**config.mk**
```make
export PLATFORM = sky130hd
export DESIGN_NAME = ptrm_cell
export DESIGN_NICKNAME = d
export VERILOG_FILES = /design/src/sv/ptrm_pkg.sv /design/src/sv/ptrm_cell.sv
export SDC_FILE = /design/constraint.sdc
export NUM_CORES = 2
export LEC_CHECK = 0
export BUFFER_PORTS_ARGS = -buffer_cell sky130_fd_sc_hd__buf_2
export CAP_MARGIN = 20
export CORE_MARGIN = 3
export CORE_UTILIZATION = 60
export DETAILED_ROUTE_END_ITERATION = 12
export PLACE_DENSITY_LB_ADDON = 0.05
export SYNTH_ARGS = -nofsm -noshare
export SYNTH_HDL_FRONTEND = slang
export SYNTH_SLANG_ARGS = --single-unit
```
**constraint.sdc**
```tcl
create_clock -name clk -period 10.6 [get_ports clk]
set_input_delay 2.12 -clock clk [delete_from_list [all_inputs] [get_ports clk]]
set_output_delay 2.12 -clock clk [all_outputs]
set_load 0.02 [all_outputs]
```
**src/sv/ptrm_pkg.sv**
```systemverilog
// ----------------------------------------------------------------------------
// ptrm_pkg
// Shared constants, types and reset values for the periodic task release
// monitor and its task cells.
// ----------------------------------------------------------------------------
package ptrm_pkg;

  // Number of periodic tasks, one cell each (1 to 3).
  localparam int NUM_TASKS = 3;

  // Fixed field widths.
  localparam int TASK_W     = 2;
  localparam int CFG_IDX_W  = 2;
  localparam int CFG_W      = 48;
  localparam int HOR_W      = 16;
  localparam int IN_DATA_W  = 8;
  localparam int OUT_DATA_W = 296;

  // Input opcodes, carried on tuser.
  localparam logic OP_TICK = 1'b0;
  localparam logic OP_READ = 1'b1;

  // Result kinds, carried on tuser.
  localparam logic KIND_RUN    = 1'b0;
  localparam logic KIND_REPORT = 1'b1;

  // Configuration register indexes.
  localparam logic [CFG_IDX_W-1:0] REG_TASK0   = 2'd0;
  localparam logic [CFG_IDX_W-1:0] REG_TASK1   = 2'd1;
  localparam logic [CFG_IDX_W-1:0] REG_TASK2   = 2'd2;
  localparam logic [CFG_IDX_W-1:0] REG_HORIZON = 2'd3;

  localparam logic [HOR_W-1:0] HORIZON_RESET = 16'd1000;

  // Token and virtual time handed from one cell to the next.
  typedef struct packed {
    logic        tok;
    logic [31:0] vt;
  } link_t;

  // One run record as produced by a cell.
  typedef struct packed {
    logic [15:0]        rel_ms;
    logic [31:0]        start_ms;
    logic [31:0]        done_ms;
    logic               deadline_missed;
    logic signed [31:0] start_error;
    logic [31:0]        run_total;
    logic [31:0]        missed_count;
    logic signed [47:0] error_sum;
    logic [63:0]        error_sq_sum;
  } rec_t;

  // Counters of one task as seen by a report.
  typedef struct packed {
    logic [15:0]        next_release;
    logic [31:0]        run_count;
    logic [31:0]        miss_count;
    logic signed [47:0] err_sum;
    logic [63:0]        err_sq_sum;
  } cnt_t;

  // Timing register reset values: duration, deadline, period in ms.
  function automatic logic [CFG_W-1:0] timing_reset(input logic [CFG_IDX_W-1:0] idx);
    logic [CFG_W-1:0] val;
    begin
      case (idx)
        REG_TASK0: val = {16'd1, 16'd5, 16'd10};
        REG_TASK1: val = {16'd2, 16'd12, 16'd25};
        REG_TASK2: val = {16'd3, 16'd25, 16'd50};
        default:   val = '0;
      endcase
      return val;
    end
  endfunction

endpackage

```
**src/sv/ptrm_cell.sv**
```systemverilog
// ----------------------------------------------------------------------------
// ptrm_cell
// One task of the executive: holds the task's release and statistics, runs
// the grid, error, sum and square steps when the token reaches it, and hands
// the token with the updated virtual time to the next cell.
// ----------------------------------------------------------------------------
module ptrm_cell (
  input  logic                          clk,
  input  logic                          rst,
  input  logic [ptrm_pkg::CFG_W-1:0]    timing,
  input  logic [ptrm_pkg::HOR_W-1:0]    horizon,
  input  logic [31:0]                   now_eval,
  input  logic                          eval,
  input  ptrm_pkg::link_t               link_in,
  input  logic                          is_last,
  input  logic                          out_free,
  output ptrm_pkg::link_t               link_out,
  output logic                          due,
  output logic                          rec_valid,
  output logic                          rec_last,
  output ptrm_pkg::rec_t                rec,
  output ptrm_pkg::cnt_t                cnt
);

  localparam logic [2:0] PH_GRID   = 3'd0;
  localparam logic [2:0] PH_ERR    = 3'd1;
  localparam logic [2:0] PH_SUM    = 3'd2;
  localparam logic [2:0] PH_SQ     = 3'd3;
  localparam logic [2:0] PH_COMMIT = 3'd4;

  logic [15:0] period;
  logic [15:0] deadline;
  logic [15:0] duration;

  // Task state.
  logic [15:0]        next_release;
  logic [31:0]        run_count;
  logic [31:0]        miss_count;
  logic signed [47:0] err_sum;
  logic [63:0]        err_sq_sum;

  // Control.
  logic       busy;
  logic [2:0] phase;
  logic       tok_out;
  logic [31:0] vt_out;

  // Datapath registers of the current run.
  logic [31:0]        vt;
  logic [31:0]        ideal;
  logic [31:0]        done;
  logic               missed;
  logic signed [31:0] err;
  logic [31:0]        mag;
  logic signed [47:0] sum_new;
  logic [63:0]        sq;

  logic [47:0] grid_prod;
  logic [32:0] diff;
  logic [31:0] err_clamped;
  logic [16:0] rel_dl;
  logic [48:0] sum_wide;
  logic [63:0] sq_prod;
  logic [64:0] sq_total;
  logic [63:0] sq_new;

  assign period   = timing[15:0];
  assign deadline = timing[31:16];
  assign duration = timing[47:32];

  assign grid_prod = run_count * period;
  assign diff      = {1'b0, vt} - {1'b0, ideal};
  assign rel_dl    = {1'b0, next_release} + {1'b0, deadline};

  // Clamp the exact difference to the signed 32-bit range.
  always_comb begin
    if (diff[32] == diff[31]) begin
      err_clamped = diff[31:0];
    end else if (diff[32]) begin
      err_clamped = 32'h8000_0000;
    end else begin
      err_clamped = 32'h7FFF_FFFF;
    end
  end

  // Saturating running sum of errors.
  assign sum_wide = {err_sum[47], err_sum} + {{17{err[31]}}, err};

  assign sq_prod  = mag * mag;
  assign sq_total = {1'b0, err_sq_sum} + {1'b0, sq};
  assign sq_new   = sq_total[64] ? '1 : sq_total[63:0];

  always_ff @(posedge clk) begin
    if (rst) begin
      busy         <= 1'b0;
      phase        <= PH_GRID;
      tok_out      <= 1'b0;
      due          <= 1'b0;
      next_release <= '0;
      run_count    <= '0;
      miss_count   <= '0;
      err_sum      <= '0;
      err_sq_sum   <= '0;
    end else begin
      tok_out <= 1'b0;
      if (eval) begin
        due <= (now_eval >= {16'b0, next_release}) && (next_release < horizon);
      end
      if (link_in.tok && !busy) begin
        if (due) begin
          busy  <= 1'b1;
          phase <= PH_GRID;
          vt    <= link_in.vt;
        end else begin
          tok_out <= 1'b1;
          vt_out  <= link_in.vt;
        end
      end else if (busy) begin
        case (phase)
          PH_GRID: begin
            ideal <= grid_prod[31:0];
            done  <= vt + {16'b0, duration};
            phase <= PH_ERR;
          end
          PH_ERR: begin
            err    <= err_clamped;
            missed <= {1'b0, done} > {16'b0, rel_dl};
            phase  <= PH_SUM;
          end
          PH_SUM: begin
            mag <= err[31] ? (~err + 32'd1) : err;
            if (sum_wide[48] != sum_wide[47]) begin
              sum_new <= sum_wide[48] ? {1'b1, 47'b0} : {1'b0, {47{1'b1}}};
            end else begin
              sum_new <= sum_wide[47:0];
            end
            phase <= PH_SQ;
          end
          PH_SQ: begin
            sq    <= sq_prod;
            phase <= PH_COMMIT;
          end
          PH_COMMIT: begin
            if (out_free) begin
              next_release <= next_release + period;
              run_count    <= run_count + 32'd1;
              miss_count   <= miss_count + {31'b0, missed};
              err_sum      <= sum_new;
              err_sq_sum   <= sq_new;
              busy         <= 1'b0;
              due          <= 1'b0;
              tok_out      <= 1'b1;
              vt_out       <= done;
              phase        <= PH_GRID;
            end
          end
          default: begin
            phase <= PH_GRID;
          end
        endcase
      end
    end
  end

  assign link_out.tok = tok_out;
  assign link_out.vt  = vt_out;

  assign rec_valid = busy && (phase == PH_COMMIT);
  assign rec_last  = is_last;

  assign rec.rel_ms          = next_release;
  assign rec.start_ms        = vt;
  assign rec.done_ms         = done;
  assign rec.deadline_missed = missed;
  assign rec.start_error     = err;
  assign rec.run_total       = run_count + 32'd1;
  assign rec.missed_count    = miss_count + {31'b0, missed};
  assign rec.error_sum       = sum_new;
  assign rec.error_sq_sum    = sq_new;

  assign cnt.next_release = next_release;
  assign cnt.run_count    = run_count;
  assign cnt.miss_count   = miss_count;
  assign cnt.err_sum      = err_sum;
  assign cnt.err_sq_sum   = err_sq_sum;

endmodule
```
==> flow_metrics.env <==
export IMPL_fin_nets=9955
export IMPL_grt_start_max_net_pins=172
export IMPL_leakagePower_nw=37.9
export IMPL_crit_type="reg2reg"
export IMPL_arrival_ns=9.88
export IMPL_endpoint_kind="flip-flop"
export IMPL_yosysTopAreaCell="fa_1"
export IMPL_antenna_found_initial=13
export IMPL_core_sq_um=117000
export IMPL_yosys_warnings=0
export IMPL_grt_ovfl_total=0
export IMPL_cts_root_buf="clkbuf_16"
export IMPL_status="finished, final reports clean"
export IMPL_max_freq_mhz=105
export IMPL_htreeDepth=2
export IMPL_start_util_pct=60.7
export IMPL_fin_tns_setup_ns=0
export IMPL_p_sw_share_pct=29.8
export IMPL_synthFlopType="edfxtp_1"
export IMPL_synthTopCellsByArea="fa_1 31%, edfxtp_1 13%, ha_1 11%"
export IMPL_clk_pin_slew_worst_paths_ns=0.06
export IMPL_syn_area_sq_um=70800
export IMPL_io_pins=651
export IMPL_rsz0062_at_grt="false"
export IMPL_intPower_w=0.00379
export IMPL_seq_power_share_pct=39.8
export IMPL_hold_class="reg2reg"
export IMPL_syn_nets=9512
export IMPL_period_needed_ns=9.49
export IMPL_startpoint_type="flip-flop"
export IMPL_rows=125
export IMPL_cts_resized=0
export IMPL_cts_buffer_depth=3
export IMPL_grt_pass1_vias=58200
export IMPL_p_clk_share_pct=41.8
export IMPL_dpl_cell_area_sq_um=75300
export IMPL_synth_top_cells_by_count="1,398 x inv_1, 1,100 x fa_1, 912 x nand2_1, 606 x ha_1, 390 x a21oi_1"
export IMPL_critPathMaxFanout=24
export IMPL_die_height_um=350
export IMPL_syn_inst=7672
export IMPL_grt_pass1_wl_mm=336
export IMPL_slew_violations=0
export IMPL_async_reset_ff_share_pct=0
export IMPL_first_pass_iters=5
export IMPL_tightestPinTransition_ns=1.16
export IMPL_gr_usage_all_layers_pct=36.0
export IMPL_p_sw_w=0.00161
export IMPL_via_count=55800
export IMPL_avgRoutedWirePerCell_um=22.5
export IMPL_yosysTopAreaCellShare_pct=31.1
export IMPL_drtIter0Drc=4262
export IMPL_area_growth_pct=9.48
export IMPL_gp_congestion=0.969
export IMPL_yosysSeqAreaShare_pct=18.5
export IMPL_synth_cell_type_count=83
export IMPL_synth_enable_flop_cells=304
export IMPL_fillerInstances=9841
export IMPL_finish_instance_area_sq_um=77500
export IMPL_syn_area_per_cell_sq_um=9.23
export IMPL_hold_viol=0
export IMPL_cts_buffers=60
export IMPL_powerDensity_nw_per_um2=69.7
export IMPL_clock_skew_ns=0.0605
export IMPL_io_buffers=648
export IMPL_final_cells=9698
export IMPL_setup_viol=0
export IMPL_post_cts_setup_buffers=0
export IMPL_dp_hpwl_mm=174
export IMPL_timing_hold_ws_ns=0.484
export IMPL_postRouteAntennaNets=0
export IMPL_ir_worst_vdd_mv=0.150
export IMPL_drc=0
export IMPL_crit_required_ns=10.99
export IMPL_totalWireLength_mm=219
export IMPL_maxCapViolCount=0
export IMPL_viasPerCell=5.76
export IMPL_clkSinkCount=502
export IMPL_die_w_um=350
export IMPL_slew_limit_headroom_pct=22.8
export IMPL_period_share_pct=89.5
export IMPL_post_route_cells_drive_above_1_share_pct=11.3
export IMPL_post_synth_top_count_cell="inv_1"
export IMPL_power_frac_comb_pct=18.4
export IMPL_postCtsHoldBufs=0
export IMPL_design_die_area_sq_um=122000
export IMPL_cts_tree="yes"
export IMPL_synth_seq_cells=502
export IMPL_dp_cells=9574
export IMPL_clk_latency_ns=0.70
==> layout make-up <==
cell class	count	area (sq um)	area share [%]
antenna	8	20.0	0.0258
clock buffer	66	1570	2.02
clock inverter	47	604	0.779
inverter	1398	5250	6.77
multi-input combinational	5419	51100	66.0
sequential	502	13100	16.9
tap	1524	1910	2.46
timing repair buffer	734	3960	5.11
==> path summary, 6_finish.rpt <==
check             startpoint       end  slack, ns  depth (start not counted)
setup reg to reg     mag[18]    sq[63]       1.11                         25
setup / recovery     mag[18]    sq[63]       1.11                         25
hold reg to reg     phase[2]  phase[2]       0.48                          2
hold / removal      phase[2]  phase[2]       0.48                          2
==> cell families (layout without fill, tap and decap cells) <==
logic type	after synthesis	after routing	share of synthesized area [%]
simple gates	2122	2122	14.1
buf+inv	1751	2245	9.40
fa+ha+maj	1724	1724	42.1
compound gates	1067	1067	9.54
flops	502	502	18.5
xor+xnor	471	471	5.83
mux	35	35	0.553
other cells	0	8	0
==> metrics by stage <==
step                utilization [%]  setup slack, ns  power [W]
floorplan                         -             1.39    0.00280
global placement               64.5             1.41    0.00316
detailed placement             64.5             1.25    0.00317
global route                   66.4            0.736    0.00560
CTS                            66.4             1.18    0.00544
finish                         66.4             1.11    0.00540
==> layer usage <==
| metal | track usage, % | vias up | share of wire [%] |
|---|---|---|---|
| met5 | 0 | - | 0.015 |
| met4 | 19.9 | 4 | 6.8 |
| met3 | 5.33 | 604 | 6.9 |
| met2 | 60.7 | 2174 | 48 |
| met1 | 44.8 | 27800 | 38 |
| li1 | - | 25300 | - |
==> flip-flops by register name, summed over array words and instances (netlist names), 3 cells and up <==
signal	count
ideal	32
err_sq_sum	64
err_sum	48
sum_new	48
next_release	16
done	32
run_count	32
vt	32
phase	3
err	32
vt_out	32
miss_count	32
mag	32
sq	63
==> critical path, cell delays in order, from the launching register on <==
cell and delay [ns]:
edfxtp_1 1.11, inv_1 0.31, nor2_1 0.40, fa_1 0.50
fa_1 0.46, fa_1 0.54, inv_1 0.05, fa_1 0.48
inv_1 0.05, fa_1 0.48, fa_1 0.53, fa_1 0.50
inv_1 0.05, fa_1 0.55, inv_1 0.06, ha_1 0.37
a21o_1 0.23, a21o_1 0.20, a221o_1 0.36, nor2_1 0.47
nor3_1 0.16, a211oi_2 0.41, nor2b_1 0.12, a211o_1 0.36
a311oi_1 0.32, xnor2_1 0.09
==> power groups by stage <==
stage          sequential, W  combinational [W]  clock, W
4_1_cts              0.00215           0.000988   0.00231
3_3_place_gp         0.00219           0.000972         0
5_1_grt              0.00215            0.00107   0.00238
2_1_floorplan        0.00221           0.000599         0
3_5_place_dp         0.00219           0.000982         0
6_report             0.00215           0.000994   0.00226
==> placed cells by master (no fill, tap or decap), types with 198 or more instances in the layout <==
cell type,n
ha_1,606
fa_1,1100
buf_2,647
a21oi_1,389
nand2_1,911
edfxtp_1,304
inv_1,1398
and2_1,385
dfxtp_1,198
nor2_1,338
xnor2_1,274
No activity file was read; power rests on OpenSTA's default activity.
